===== src/hipt_pkg.sv =====
// ----------------------------------------------------------------------------
// hipt_pkg
// shared types and constants of the hashed inverted page table
// ----------------------------------------------------------------------------
`timescale 1ns / 1ps
`default_nettype none

package hipt_pkg;

  localparam int NUM_LINES    = 64;
  localparam int ANCHOR_SLOTS = 64;
  localparam int LINE_W       = $clog2(NUM_LINES);
  localparam int PTR_W        = LINE_W + 1;
  localparam int ANCHOR_W     = $clog2(ANCHOR_SLOTS);
  localparam int PROC_W       = 8;
  localparam int PAGE_W       = 16;
  localparam int FRAME_W      = 7;
  localparam int CMD_W        = 3;
  localparam int CNT_W        = LINE_W + 1;
  localparam int IN_TDATA_W   = 48;
  localparam int OUT_TDATA_W  = 16;
  localparam int QUEUE_DEPTH  = 2;

  localparam logic [PTR_W-1:0]   NONE_PTR   = {PTR_W{1'b1}};
  localparam logic [FRAME_W-1:0] NONE_FRAME = {FRAME_W{1'b1}};
  localparam logic [LINE_W-1:0]  LAST_LINE  = LINE_W'(NUM_LINES - 1);
  localparam logic [CNT_W-1:0]   LINE_COUNT = CNT_W'(NUM_LINES);

  typedef enum logic [CMD_W-1:0] {
    OP_ADD           = 3'd0,
    OP_LOOKUP        = 3'd1,
    OP_REMOVE        = 3'd2,
    OP_FREE_FRAME    = 3'd3,
    OP_LINE_BY_FRAME = 3'd4,
    OP_SET_DIRTY     = 3'd5,
    OP_SET_REF       = 3'd6,
    OP_NONE          = 3'd7
  } op_e;

  typedef struct packed {
    op_e                 op;
    logic [ANCHOR_W-1:0] anchor_index;
    logic [PROC_W-1:0]   process_id;
    logic [PAGE_W-1:0]   page_number;
    logic [FRAME_W-1:0]  frame_number;
    logic [LINE_W-1:0]   line_index;
    logic                bit_value;
  } cmd_t;

  typedef struct packed {
    logic [PROC_W-1:0]  process_id;
    logic [PAGE_W-1:0]  page_number;
    logic [FRAME_W-1:0] frame_number;
  } line_data_t;

  typedef struct packed {
    logic               ok;
    logic [FRAME_W-1:0] frame_out;
    logic [PTR_W-1:0]   line_out;
  } res_t;

  typedef struct packed {
    logic valid;
    logic ready;
  } hs_t;

endpackage

`default_nettype wire


===== src/hipt_front.sv =====
// ----------------------------------------------------------------------------
// hipt_front
// accepts input transactions, unpacks them and classifies the command
// ----------------------------------------------------------------------------
`timescale 1ns / 1ps
`default_nettype none

module hipt_front (
  input  wire logic                               s_axis_tvalid,
  output logic                                    s_axis_tready,
  input  wire logic [hipt_pkg::IN_TDATA_W-1:0]    s_axis_tdata,
  input  wire logic                               push_ready_i,
  output logic                                    push_valid_o,
  output hipt_pkg::cmd_t                          push_cmd_o
);

  logic [hipt_pkg::CMD_W-1:0] command;

  assign command       = s_axis_tdata[2:0];
  assign s_axis_tready = push_ready_i;
  assign push_valid_o  = s_axis_tvalid;

  always_comb begin
    push_cmd_o.anchor_index = s_axis_tdata[8:3];
    push_cmd_o.process_id   = s_axis_tdata[16:9];
    push_cmd_o.page_number  = s_axis_tdata[32:17];
    push_cmd_o.frame_number = s_axis_tdata[39:33];
    push_cmd_o.line_index   = s_axis_tdata[45:40];
    push_cmd_o.bit_value    = s_axis_tdata[46];
    // every 3-bit command code is an op_e member, code 7 is OP_NONE
    push_cmd_o.op           = hipt_pkg::op_e'(command);
  end

endmodule

`default_nettype wire


===== src/hipt_queue.sv =====
// ----------------------------------------------------------------------------
// hipt_queue
// short command queue between the front and the table engine
// ----------------------------------------------------------------------------
`timescale 1ns / 1ps
`default_nettype none

module hipt_queue (
  input  wire logic           clk_i,
  input  wire logic           rst_ni,
  input  wire logic           push_valid_i,
  output logic                push_ready_o,
  input  wire hipt_pkg::cmd_t push_cmd_i,
  output logic                pop_valid_o,
  input  wire logic           pop_ready_i,
  output hipt_pkg::cmd_t      pop_cmd_o
);

  localparam int PW = $clog2(hipt_pkg::QUEUE_DEPTH);

  hipt_pkg::cmd_t entry_q [hipt_pkg::QUEUE_DEPTH];
  logic [PW-1:0]  wr_ptr_q, rd_ptr_q;
  logic [PW:0]    count_q;
  logic           push, pop;

  assign push_ready_o = count_q != (PW+1)'(hipt_pkg::QUEUE_DEPTH);
  assign pop_valid_o  = count_q != '0;
  assign pop_cmd_o    = entry_q[rd_ptr_q];
  assign push         = push_valid_i && push_ready_o;
  assign pop          = pop_valid_o && pop_ready_i;

  always_ff @(posedge clk_i or negedge rst_ni) begin
    if (!rst_ni) begin
      wr_ptr_q <= '0;
      rd_ptr_q <= '0;
      count_q  <= '0;
    end else begin
      if (push) begin
        entry_q[wr_ptr_q] <= push_cmd_i;
        wr_ptr_q          <= wr_ptr_q + PW'(1);
      end
      if (pop) begin
        rd_ptr_q <= rd_ptr_q + PW'(1);
      end
      if (push && !pop) begin
        count_q <= count_q + (PW+1)'(1);
      end else if (pop && !push) begin
        count_q <= count_q - (PW+1)'(1);
      end
    end
  end

endmodule

`default_nettype wire


===== src/hipt_engine.sv =====
// ----------------------------------------------------------------------------
// hipt_engine
// table engine: line memories, anchor memory, chain walks and scans
// ----------------------------------------------------------------------------
`timescale 1ns / 1ps
`default_nettype none

module hipt_engine (
  input  wire logic           clk_i,
  input  wire logic           rst_ni,
  input  wire logic           cmd_valid_i,
  output logic                cmd_ready_o,
  input  wire hipt_pkg::cmd_t cmd_i,
  output logic                res_valid_o,
  input  wire logic           res_ready_i,
  output hipt_pkg::res_t      res_o
);

  localparam int LW = hipt_pkg::LINE_W;
  localparam int PW = hipt_pkg::PTR_W;
  localparam int CW = hipt_pkg::CNT_W;
  localparam int NL = hipt_pkg::NUM_LINES;
  localparam int NA = hipt_pkg::ANCHOR_SLOTS;

  typedef enum logic [3:0] {
    S_IDLE,
    S_ADD_SCAN,
    S_ADD_WRITE,
    S_ADD_HEAD,
    S_ADD_WALK,
    S_LK_HEAD,
    S_LK_NODE,
    S_RM_LINK,
    S_RM_CLEAR,
    S_FF_SCAN,
    S_FF_PICK,
    S_LF_SCAN,
    S_DONE
  } state_e;

  function automatic logic live(input logic [PW-1:0] p, input logic [NL-1:0] used);
    return !p[PW-1] && used[p[LW-1:0]];
  endfunction

  hipt_pkg::line_data_t data_mem [NL];
  logic [PW-1:0]        next_mem [NL];
  logic [PW-1:0]        prev_mem [NL];
  logic [PW-1:0]        anchor_mem [NA];
  logic                 dirty_mem [NL];
  logic                 ref_mem [NL];

  state_e               state_q, state_d;
  hipt_pkg::cmd_t       cur_q, cur_d;
  logic [CW-1:0]        idx_q, idx_d;
  logic [CW-1:0]        steps_q, steps_d;
  logic [LW-1:0]        line_q, line_d;
  logic [PW-1:0]        ptr_q, ptr_d;
  logic [NL-1:0]        used_q, used_d;
  logic [NA-1:0]        avld_q, avld_d;
  logic [NL-1:0]        taken_q, taken_d;
  logic                 scan_vld_q, scan_vld_d;
  logic [LW-1:0]        scan_idx_q, scan_idx_d;
  hipt_pkg::res_t       res_q, res_d, out_q, out_d;
  logic                 out_valid_q, out_valid_d;

  hipt_pkg::line_data_t data_rd_q, data_wd;
  logic [PW-1:0]        next_rd_q, prev_rd_q, anc_rd_q;
  logic [PW-1:0]        next_wd, prev_wd, anc_wd;
  logic [LW-1:0]        data_ra, data_wa, next_ra, next_wa, prev_ra, prev_wa;
  logic [hipt_pkg::ANCHOR_W-1:0] anc_ra;
  logic                 data_we, next_we, prev_we, anc_we, dirty_we, ref_we;
  logic                 flag_wd;

  logic [PW-1:0]        head, nx, pv;
  logic [CW-1:0]        steps_n;
  hipt_pkg::res_t       fail;

  assign cmd_ready_o = state_q == S_IDLE;
  assign res_valid_o = out_valid_q;
  assign res_o       = out_q;
  assign fail        = '{ok: 1'b0, frame_out: hipt_pkg::NONE_FRAME,
                         line_out: hipt_pkg::NONE_PTR};
  assign head        = avld_q[cur_q.anchor_index] ? anc_rd_q : hipt_pkg::NONE_PTR;
  assign nx          = next_rd_q;
  assign pv          = prev_rd_q;
  assign steps_n     = steps_q + CW'(1);
  assign anc_ra      = (state_q == S_IDLE) ? cmd_i.anchor_index : cur_q.anchor_index;

  always_comb begin
    state_d     = state_q;
    cur_d       = cur_q;
    idx_d       = idx_q;
    steps_d     = steps_q;
    line_d      = line_q;
    ptr_d       = ptr_q;
    used_d      = used_q;
    avld_d      = avld_q;
    taken_d     = taken_q;
    scan_vld_d  = 1'b0;
    scan_idx_d  = scan_idx_q;
    res_d       = res_q;
    out_d       = out_q;
    out_valid_d = out_valid_q && !res_ready_i;

    data_we  = 1'b0;
    data_wa  = line_q;
    data_wd  = '{process_id: cur_q.process_id, page_number: cur_q.page_number,
                 frame_number: cur_q.frame_number};
    data_ra  = idx_q[LW-1:0];
    next_we  = 1'b0;
    next_wa  = line_q;
    next_wd  = hipt_pkg::NONE_PTR;
    next_ra  = (state_q == S_IDLE) ? cmd_i.line_index : ptr_q[LW-1:0];
    prev_we  = 1'b0;
    prev_wa  = line_q;
    prev_wd  = hipt_pkg::NONE_PTR;
    prev_ra  = (state_q == S_IDLE) ? cmd_i.line_index : ptr_q[LW-1:0];
    anc_we   = 1'b0;
    anc_wd   = hipt_pkg::NONE_PTR;
    dirty_we = 1'b0;
    ref_we   = 1'b0;
    flag_wd  = 1'b0;

    unique case (state_q)
      S_IDLE: begin
        if (cmd_valid_i) begin
          cur_d = cmd_i;
          idx_d = '0;
          res_d = fail;
          unique case (cmd_i.op)
            hipt_pkg::OP_ADD:        state_d = S_ADD_SCAN;
            hipt_pkg::OP_LOOKUP:     state_d = S_LK_HEAD;
            hipt_pkg::OP_REMOVE:     state_d = S_RM_LINK;
            hipt_pkg::OP_FREE_FRAME: begin
              taken_d = '0;
              state_d = S_FF_SCAN;
            end
            hipt_pkg::OP_LINE_BY_FRAME,
            hipt_pkg::OP_SET_DIRTY,
            hipt_pkg::OP_SET_REF:    state_d = S_LF_SCAN;
            default:                 state_d = S_DONE;
          endcase
        end
      end

      S_ADD_SCAN: begin
        if (!used_q[idx_q[LW-1:0]]) begin
          line_d  = idx_q[LW-1:0];
          state_d = S_ADD_WRITE;
        end else if (idx_q[LW-1:0] == hipt_pkg::LAST_LINE) begin
          state_d = S_DONE;
        end else begin
          idx_d = idx_q + CW'(1);
        end
      end

      S_ADD_WRITE: begin
        data_we  = 1'b1;
        next_we  = 1'b1;
        prev_we  = 1'b1;
        dirty_we = 1'b1;
        ref_we   = 1'b1;
        used_d[line_q] = 1'b1;
        state_d  = S_ADD_HEAD;
      end

      S_ADD_HEAD: begin
        if (!live(head, used_q)) begin
          anc_we  = 1'b1;
          anc_wd  = {1'b0, line_q};
          avld_d[cur_q.anchor_index] = 1'b1;
          res_d   = '{ok: 1'b1, frame_out: hipt_pkg::NONE_FRAME,
                      line_out: {1'b0, line_q}};
          state_d = S_DONE;
        end else begin
          ptr_d   = head;
          steps_d = '0;
          next_ra = head[LW-1:0];
          state_d = S_ADD_WALK;
        end
      end

      S_ADD_WALK: begin
        if (steps_q < hipt_pkg::LINE_COUNT && live(nx, used_q)) begin
          ptr_d   = nx;
          steps_d = steps_n;
          next_ra = nx[LW-1:0];
        end else begin
          next_we = 1'b1;
          next_wa = ptr_q[LW-1:0];
          next_wd = {1'b0, line_q};
          prev_we = 1'b1;
          prev_wd = ptr_q;
          res_d   = '{ok: 1'b1, frame_out: hipt_pkg::NONE_FRAME,
                      line_out: {1'b0, line_q}};
          state_d = S_DONE;
        end
      end

      S_LK_HEAD: begin
        if (live(head, used_q)) begin
          ptr_d   = head;
          steps_d = '0;
          data_ra = head[LW-1:0];
          next_ra = head[LW-1:0];
          state_d = S_LK_NODE;
        end else begin
          state_d = S_DONE;
        end
      end

      S_LK_NODE: begin
        if (data_rd_q.process_id == cur_q.process_id &&
            data_rd_q.page_number == cur_q.page_number) begin
          res_d   = '{ok: 1'b1, frame_out: data_rd_q.frame_number,
                      line_out: hipt_pkg::NONE_PTR};
          state_d = S_DONE;
        end else if (steps_n <= hipt_pkg::LINE_COUNT && live(nx, used_q)) begin
          ptr_d   = nx;
          steps_d = steps_n;
          data_ra = nx[LW-1:0];
          next_ra = nx[LW-1:0];
        end else begin
          state_d = S_DONE;
        end
      end

      S_RM_LINK: begin
        line_d = cur_q.line_index;
        if (!used_q[cur_q.line_index]) begin
          state_d = S_DONE;
        end else begin
          if (live(pv, used_q)) begin
            next_we = 1'b1;
            next_wa = pv[LW-1:0];
            next_wd = nx;
          end else begin
            anc_we = 1'b1;
            anc_wd = nx;
            avld_d[cur_q.anchor_index] = 1'b1;
          end
          if (live(nx, used_q)) begin
            prev_we = 1'b1;
            prev_wa = nx[LW-1:0];
            prev_wd = live(pv, used_q) ? pv : hipt_pkg::NONE_PTR;
          end
          state_d = S_RM_CLEAR;
        end
      end

      S_RM_CLEAR: begin
        used_d[line_q] = 1'b0;
        next_we = 1'b1;
        prev_we = 1'b1;
        res_d   = '{ok: 1'b1, frame_out: hipt_pkg::NONE_FRAME,
                    line_out: hipt_pkg::NONE_PTR};
        state_d = S_DONE;
      end

      S_FF_SCAN: begin
        if (!idx_q[CW-1]) begin
          scan_vld_d = 1'b1;
          scan_idx_d = idx_q[LW-1:0];
          idx_d      = idx_q + CW'(1);
        end
        if (scan_vld_q && used_q[scan_idx_q] && !data_rd_q.frame_number[hipt_pkg::FRAME_W-1]) begin
          taken_d[data_rd_q.frame_number[LW-1:0]] = 1'b1;
        end
        if (scan_vld_q && scan_idx_q == hipt_pkg::LAST_LINE) begin
          idx_d   = '0;
          state_d = S_FF_PICK;
        end
      end

      S_FF_PICK: begin
        if (!taken_q[idx_q[LW-1:0]]) begin
          res_d   = '{ok: 1'b1, frame_out: hipt_pkg::FRAME_W'(idx_q[LW-1:0]),
                      line_out: hipt_pkg::NONE_PTR};
          state_d = S_DONE;
        end else if (idx_q[LW-1:0] == hipt_pkg::LAST_LINE) begin
          state_d = S_DONE;
        end else begin
          idx_d = idx_q + CW'(1);
        end
      end

      S_LF_SCAN: begin
        if (!idx_q[CW-1]) begin
          scan_vld_d = 1'b1;
          scan_idx_d = idx_q[LW-1:0];
          idx_d      = idx_q + CW'(1);
        end
        if (scan_vld_q && used_q[scan_idx_q] &&
            data_rd_q.frame_number == cur_q.frame_number) begin
          line_d   = scan_idx_q;
          flag_wd  = cur_q.bit_value;
          dirty_we = cur_q.op == hipt_pkg::OP_SET_DIRTY;
          ref_we   = cur_q.op == hipt_pkg::OP_SET_REF;
          data_wa  = scan_idx_q;
          res_d    = '{ok: 1'b1, frame_out: hipt_pkg::NONE_FRAME,
                       line_out: {1'b0, scan_idx_q}};
          state_d  = S_DONE;
        end else if (scan_vld_q && scan_idx_q == hipt_pkg::LAST_LINE) begin
          state_d = S_DONE;
        end
      end

      S_DONE: begin
        if (!out_valid_q || res_ready_i) begin
          out_d       = res_q;
          out_valid_d = 1'b1;
          state_d     = S_IDLE;
        end
      end

      default: state_d = S_IDLE;
    endcase
  end

  always_ff @(posedge clk_i or negedge rst_ni) begin
    if (!rst_ni) begin
      state_q     <= S_IDLE;
      used_q      <= '0;
      avld_q      <= '0;
      taken_q     <= '0;
      scan_vld_q  <= 1'b0;
      out_valid_q <= 1'b0;
    end else begin
      state_q     <= state_d;
      used_q      <= used_d;
      avld_q      <= avld_d;
      taken_q     <= taken_d;
      scan_vld_q  <= scan_vld_d;
      out_valid_q <= out_valid_d;
      cur_q       <= cur_d;
      idx_q       <= idx_d;
      steps_q     <= steps_d;
      line_q      <= line_d;
      ptr_q       <= ptr_d;
      scan_idx_q  <= scan_idx_d;
      res_q       <= res_d;
      out_q       <= out_d;
    end
  end

  always_ff @(posedge clk_i) begin
    if (data_we) begin
      data_mem[data_wa] <= data_wd;
    end
    if (next_we) begin
      next_mem[next_wa] <= next_wd;
    end
    if (prev_we) begin
      prev_mem[prev_wa] <= prev_wd;
    end
    if (anc_we) begin
      anchor_mem[cur_q.anchor_index] <= anc_wd;
    end
    if (dirty_we) begin
      dirty_mem[data_wa] <= flag_wd;
    end
    if (ref_we) begin
      ref_mem[data_wa] <= flag_wd;
    end
    data_rd_q <= data_mem[data_ra];
    next_rd_q <= next_mem[next_ra];
    prev_rd_q <= prev_mem[prev_ra];
    anc_rd_q  <= anchor_mem[anc_ra];
  end

endmodule

`default_nettype wire


===== src/hashed_inverted_page_table.sv =====
// ----------------------------------------------------------------------------
// hashed_inverted_page_table
// inverted page table with hash anchor chains, stream command interface
// ----------------------------------------------------------------------------
// One command per input transaction, one result transaction per command.
// A two-entry queue sits between the input and the table engine, so the
// input keeps taking commands while the engine works, until the queue is
// full. The engine handles one command at a time over line memories with
// separate read and write ports and registered reads: add scans for the
// lowest free line and then walks the chain to reach the tail; lookup walks
// the chain node by node; remove unlinks and then clears the line; find
// free frame sweeps all lines and then the frame map; line by frame, set
// dirty and set referenced sweep the lines until the first hit.
// No clearing pass is needed after reset.
// ----------------------------------------------------------------------------
`timescale 1ns / 1ps
`default_nettype none

module hashed_inverted_page_table (
  input  wire logic                                clk_i,
  input  wire logic                                rst_ni,
  input  wire logic                                s_axis_tvalid,
  output logic                                     s_axis_tready,
  // command, anchor_index, process_id, page_number, frame_number,
  // line_index, bit_value
  input  wire logic [hipt_pkg::IN_TDATA_W-1:0]     s_axis_tdata,
  output logic                                     m_axis_tvalid,
  input  wire logic                                m_axis_tready,
  // ok, frame_out, line_out
  output logic [hipt_pkg::OUT_TDATA_W-1:0]         m_axis_tdata
);

  hipt_pkg::hs_t  push_hs, pop_hs;
  hipt_pkg::cmd_t push_cmd, pop_cmd;
  hipt_pkg::res_t res;

  hipt_front u_front (
    .s_axis_tvalid (s_axis_tvalid),
    .s_axis_tready (s_axis_tready),
    .s_axis_tdata  (s_axis_tdata),
    .push_ready_i  (push_hs.ready),
    .push_valid_o  (push_hs.valid),
    .push_cmd_o    (push_cmd)
  );

  hipt_queue u_queue (
    .clk_i        (clk_i),
    .rst_ni       (rst_ni),
    .push_valid_i (push_hs.valid),
    .push_ready_o (push_hs.ready),
    .push_cmd_i   (push_cmd),
    .pop_valid_o  (pop_hs.valid),
    .pop_ready_i  (pop_hs.ready),
    .pop_cmd_o    (pop_cmd)
  );

  hipt_engine u_engine (
    .clk_i       (clk_i),
    .rst_ni      (rst_ni),
    .cmd_valid_i (pop_hs.valid),
    .cmd_ready_o (pop_hs.ready),
    .cmd_i       (pop_cmd),
    .res_valid_o (m_axis_tvalid),
    .res_ready_i (m_axis_tready),
    .res_o       (res)
  );

  assign m_axis_tdata = {1'b0, res.line_out, res.frame_out, res.ok};

`ifndef SYNTHESIS
  a_fail_no_fields: assert property (@(posedge clk_i) disable iff (!rst_ni)
    m_axis_tvalid && !m_axis_tdata[0] |->
      m_axis_tdata[7:1] == hipt_pkg::NONE_FRAME &&
      m_axis_tdata[14:8] == hipt_pkg::NONE_PTR)
    else $error("failed result carries a frame or line");
  a_ok_one_field: assert property (@(posedge clk_i) disable iff (!rst_ni)
    m_axis_tvalid && m_axis_tdata[0] |->
      m_axis_tdata[7:1] == hipt_pkg::NONE_FRAME ||
      m_axis_tdata[14:8] == hipt_pkg::NONE_PTR)
    else $error("result carries both a frame and a line");
  a_stall_needs_backlog: assert property (@(posedge clk_i) disable iff (!rst_ni)
    !s_axis_tready |-> pop_hs.valid)
    else $error("input stalled with an empty queue");
`endif

endmodule

`default_nettype wire

===== config.mk =====
export PLATFORM = sky130hd
export DESIGN_NAME = hashed_inverted_page_table
export DESIGN_NICKNAME = d
export VERILOG_FILES = /design/src/hipt_pkg.sv /design/src/hipt_front.sv /design/src/hipt_queue.sv /design/src/hipt_engine.sv /design/src/hashed_inverted_page_table.sv
export SDC_FILE = /design/constraint.sdc
export NUM_CORES = 2
export LEC_CHECK = 0
export CORE_MARGIN = 2
export CORE_UTILIZATION = 45
export CTS_CLUSTER_SIZE = 24
export DETAILED_ROUTE_END_ITERATION = 12
export DONT_BUFFER_PORTS = 1
export SYNTH_ARGS = -nofsm -noshare
export SYNTH_HDL_FRONTEND = slang
export SYNTH_HIERARCHICAL = 1
export SYNTH_SLANG_ARGS = --single-unit

===== constraint.sdc =====
create_clock -name clk_i -period 10.4 [get_ports clk_i]
set_input_delay 0.52 -clock clk_i [delete_from_list [all_inputs] [get_ports clk_i]]
set_output_delay 0.52 -clock clk_i [all_outputs]
set_load 0.02 [all_outputs]

; ---- Word-level counts from Yosys, hierarchy flattened
; Memory sizes are Yosys's and may differ from the RTL's. A register that Yosys moved wholly into a read port is not among the register bits.
; Index checks and enable logic that the tools add are counted.
; Widths: inputs -> output; s select.
[word_totals]
regBits = 308
mem_bits_rw = 3422
input_bits = 52
word_cells = 289
n_memories = 5
[mem_list]
columns = name, depth, word_bits, rd, rd_ports_with_merged_regs, wr, line_no
row1 = u_engine.data_mem, 64, 31, 1, 1, 1, hipt_engine.sv:45  ; hipt_pkg::line_data_t data_mem [NL];
row2 = u_engine.anchor_mem, 64, 7, 1, 1, 1, hipt_engine.sv:48  ; logic [PW-1:0] anchor_mem [NA];
row3 = u_engine.next_mem, 64, 7, 1, 1, 1, hipt_engine.sv:46  ; logic [PW-1:0] next_mem [NL];
row4 = u_engine.prev_mem, 64, 7, 1, 1, 1, hipt_engine.sv:47  ; logic [PW-1:0] prev_mem [NL];
row5 = u_queue.entry_q, 2, 47, 1, 0, 1, hipt_queue.sv:21  ; hipt_pkg::cmd_t entry_q [hipt_pkg::QUEUE_DEPTH];
[op_classes]
n_addsub = 6
n_lt_le_gt_ge = 14
n_eq_ne = 45
mux = 135
bitwise_logic = 6
n_reduce_logical = 53
[ops]
columns = operator, count
row1 = $mux 64, 6
row2 = $pmux 64 s2, 3
row3 = $or 64x64->64, 3
row4 = $mux 7, 25
row5 = $mux 6, 18
row6 = $pmux 15 s7, 1
row7 = $mux 15, 6
row8 = $and 64x64->64, 1
row9 = $not 64->64, 1
row10 = $lt 6x7->1 const B, 9
row11 = $mux 4, 13
row12 = $pmux 4 s13, 1
row13 = $bmux 1 s6, 8
row14 = $pmux 7 s2, 3
row15 = $pmux 7 s3, 2
row16 = $pmux 6 s3, 2
row17 = $pmux 7 s5, 1
row18 = $mux 1, 34
row19 = $ne 2x1->1 const B, 13
row20 = $pmux 6 s2, 2
row21 = $eq 4x4->1 const B, 5
row22 = $pmux 4 s5, 1
row23 = $logic_and 1x1->1, 19
row24 = $demux 1 s6, 3
row25 = other kinds (40), 79

; ---- Longest topological paths before layout
[logic_depth]
depth_word = 10
mapped_depth = 21

; ---- Hierarchy
; Netlist, hierarchy kept.
[modules_own_cells]
columns = module, instances, cells_per_inst, area_per_inst_um2, seq_area_each_um2
row1 = hipt_engine, 1, 9493, 149108.0, 109114.6
row2 = hipt_queue, 1, 164, 3681.0, 2922.8
row3 = hipt_front, 1, 49, 367.9, 0.0
row4 = hashed_inverted_page_table, 1, 2, 11.3, 0.0

; ---- Worst setup path after synthesis
; No wires, ideal clock.
[synth_path]
path_kind = reg2reg
startpoint = register u_engine/cur_q[1] (netlist bit)
endpoint = memory u_engine/anchor_mem[0][5] (netlist bit) (data pin)
setup_ns = 0.702
arrival_time_ns = 5.334
required_time_ns = 9.698
setup_slack_ns = 4.364
stages_incl_launch_ff = 9
cell_sequence = edfxtp_1 > buf_2 > buf_1 > mux4_2 > mux4_2 > mux4_2 > nand2_1 > nor3_1 > o21ai_0
[synth_between]
elab_chain_cells = 4
[synth_rtl]
columns = element, line_no
row1 = from (decl), hipt_engine.sv:53  ; hipt_pkg::cmd_t cur_q, cur_d;
row2 = from (signal assigned), hipt_engine.sv:335  ; cur_q <= cur_d;
row3 = $bmux 1 s6, hipt_engine.sv:230  ; if (!used_q[cur_q.line_index]) begin
row4 = $mux 1 (implied by the code), hipt_engine.sv:230
row5 = $mux 7, hipt_engine.sv:230
row6 = $pmux 7 s2, hipt_engine.sv:124  ; unique case (state_q)
row7 = net u_engine.anc_wd[5], hipt_engine.sv:68  ; logic [PW-1:0] next_wd, prev_wd, anc_wd;
row8 = to (decl), hipt_engine.sv:48
; The timed path passes the listed nets, and every way through them passes these cells. The select of a mux whose other input is x is not followed.

; ---- Worst setup path after layout
[layout_path]
startpoint = register u_engine/cur_q[19] (netlist bit)
endpoint = register u_engine/data_rd_q[20] (netlist name)
[layout_between]
elab_chain_cells = 4
[layout_rtl]
columns = element, line_no
row1 = $eq 16x16->1, hipt_engine.sv:214  ; data_rd_q.page_number == cur_q.page_number) begin
row2 = $logic_and 1x1->1, hipt_engine.sv:213  ; if (data_rd_q.process_id == cur_q.process_id &&
row3 = $mux 6, hipt_engine.sv:213
row4 = $pmux 6 s2, hipt_engine.sv:124
; Every way passes these cells.
; A chain may end at the register's enable or synchronous reset.

==> flow_summary.ini <==
[die]
initial_core_util = 0.4512
fp.coreArea_mm2 = 0.3392
rows = 214
fp.dieW_um = 587.3
die_y_um = 587.3
ios = 70
dieArea_mm2 = 0.3449

[synth]
synth_nets = 9760
yosysWarnings = 6
syn_area_per_cell_um2 = 15.78
synth_cells = 9704
syn_area_mm2 = 0.1531

[grt]
grt_pass1_wl_mm = 601.2
antenna_found_initial = 18
grt_pass1_vias = 86160
grt_use_total = 0.2362
grt_overflow = 0
grt_max_degree = 203

[power_and_ir_drop]
switching_share = 0.3120
ir_worst_vdd_mv = 0.3043
p_switching_uw = 13010
leakagePower_uw = 0.05860
internal-power_uw = 28680
power.density_mw_per_mm2 = 243.2
pwr-share-clk = 0.322
finalPower_uw = 41690
power_frac_comb = 0.237
pwr-share-seq = 0.441

[timing]
setup_viol = 0
tns_ps = 0
whs_ps = 50.32
worst_pin_slew_ps = 1315
period_share = 0.7295
finClkSkew_ps = 65.97
min_period_ps = 7587
max-slew-margin-rel = 0.1007
hold_viol = 0
drv_slew = 0
rsz0062_at_grt = false
fmax_mhz = 131.8

[route]
wl_mm = 416.3
ant_nets = 0
vias = 87250
drtIter0Drc = 10680
routed_via_density = 5.972
first_pass_iters = 7
wire_per_inst_um = 28.49
drcViolationCount = 0

[place]
routabilityCongestion = 0.9116
post-dp-hpwl_mm = 233.1
placedInstanceArea_mm2 = 0.1587
port_buffers = 0

[job]
maxCapViolations = 0

[setup_path]
critPathMaxFanout = 102
crit-reg2reg-launch = u_engine/cur_q[19]
cpPeakStageDelay_ps = 690
startpoint = u_engine/cur_q[19]
endpoint_kind = flip-flop
critical_path_class = reg -> reg
critPathSlowestCell = o2111ai_1
crit_chain = buf_4 > xor2_1 > nor4_1 > nand4_1 > o22ai_1 > a211oi_2 > a32o_1 > a221oi_4 > buf_12 > mux4_2 > a22o_1 > nor2_1 > o2111ai_1 > or4_1
arrival_ps = 8420
crit_path_start_kind = flip-flop
worstPathRequired_ps = 11240

[status]
status = finished clean

[cts]
cts_buffer_depth = 4
cts_root_buf = clkbuf_16
cts_tree = built
htree_levels = 5
postCtsSetupRepairBufs = 0
path_clk_slew_ps = 60
cts_num_sinks = 3780
clock_latency_ps = 980
cts_buffers = 391

[layout]
nets = 9799
fin_area_mm2 = 0.1714
fillers = 27750
area_growth_syn_to_layout_pct = 11.97
drive_gt1_frac = 0.1524

[worst_hold_path]
holdCritPathClass = in -> reg
hold_path_startpoint = rst_ni
routing by layer:
layer	global-route usage	up-vias	wire length (um)
met5	0	-	91
met4	0.08178	16	15320
met3	0.03409	771	30450
met2	0.3878	3705	201600
met1	0.3233	45220	168900
li1	-	37540	-
registers in the layout, summed over array words and instances, names as in the netlist, 2 cells and up, named ones only:
signal	flops
u_engine/data_mem	1984
u_engine/anchor_mem	448
u_engine/next_mem	448
u_engine/prev_mem	448
u_queue/entry_q	92
u_engine/avld_q	64
u_engine/taken_q	64
u_engine/cur_q	43
u_engine/data_rd_q	31
u_engine/res_o	15
u_engine/res_q	15
u_engine/anc_rd_q	7
u_engine/idx_q	7
u_engine/next_rd_q	7
u_engine/prev_rd_q	7
u_engine/ptr_q	7
u_engine/steps_q	7
u_engine/line_q	6
u_engine/scan_idx_q	6
u_engine/state_q	4
u_queue/count_q	2
area by class of cell:
class | count | area (um2) | area share
inverter | 23 | 86.33 | 0.0005036
multi-input combinational | 5259 | 38920 | 0.2270
clock buffer | 489 | 10390 | 0.06060
sequential | 3780 | 112000 | 0.6533
clock inverter | 223 | 1819 | 0.01061
tap | 4536 | 5675 | 0.03311
timing repair buffer | 288 | 2517 | 0.01469
antenna | 13 | 32.53 | 0.0001898
power groups by stage:
| stage | Combinational, uW | Clock, uW | Sequential [uW] |
|---|---|---|---|
| floorplan | 6450 | 0 | 18400 |
| global placement | 9640 | 0 | 18700 |
| detailed placement | 9790 | 0 | 18700 |
| CTS | 9860 | 13700 | 18400 |
| global route | 10500 | 14300 | 18400 |
| finish | 9860 | 13400 | 18400 |
path summary, 6_finish.rpt:
kind / to / slack [ps] / depth (start not counted)
max in group asynchronous: u_engine/avld_q[5] / 8540 / 2
worst max register to register: u_engine/data_rd_q[20] / 2810 / 14
worst min register to register: u_engine/avld_q[54] / 470 / 1
min in group asynchronous: asynchronous set/reset pin / 880 / 2
worst min-delay path: u_engine/res_q[2] / 50 / 2
worst max-delay path: u_engine/data_rd_q[20] / 2810 / 14
through the flow:
step                  util  std cells  setup slack [ps]
floorplan                -       9704              4364
global placement    0.4677      13840              2994
detailed placement  0.4677      13840              2931
CTS                 0.5052      14600              2897
global route        0.5052      14600              2640
finish              0.5053      14610              2813
what timing repair did:
item,CTS,global route
endpoints found under the setup margin,0,0
hold buffers,50,0
endpoints found under the hold margin,302,0
gates resized for setup,0,0
layout by cell type, fill, tap and decap left out, types with 31 or more instances in the layout:
cell	n
dlygate4sd3_1	49
dfrtp_1	201
or4_1	38
a22o_1	60
mux4_2	463
xor2_1	31
nand3_1	683
a211oi_1	44
a32oi_1	37
mux2_2	58
nor2_4	70
a31oi_1	84
a21oi_1	295
clkbuf_1	80
or2_2	72
and3_1	64
edfxtp_1	3526
o21ai_0	132
o211ai_1	51
a221oi_1	43
nor2_1	471
clkinv_1	90
a22oi_1	36
o2111ai_1	31
dfxtp_1	51
clkbuf_16	396
nor3_1	31
and2_1	69
mux2i_1	562
a32o_1	31
clkinv_2	76
buf_4	221
nand2_1	1420
critical path, delay by kind of cell (launching register included):
family | cells | cell delay [ps]
compound gates | 6 | 2560
xor+xnor | 1 | 280
buf+inv | 2 | 1120
flops | 1 | 350
mux | 1 | 600
simple gates | 4 | 2170
Note: power is estimated with default switching activity, not from simulation.
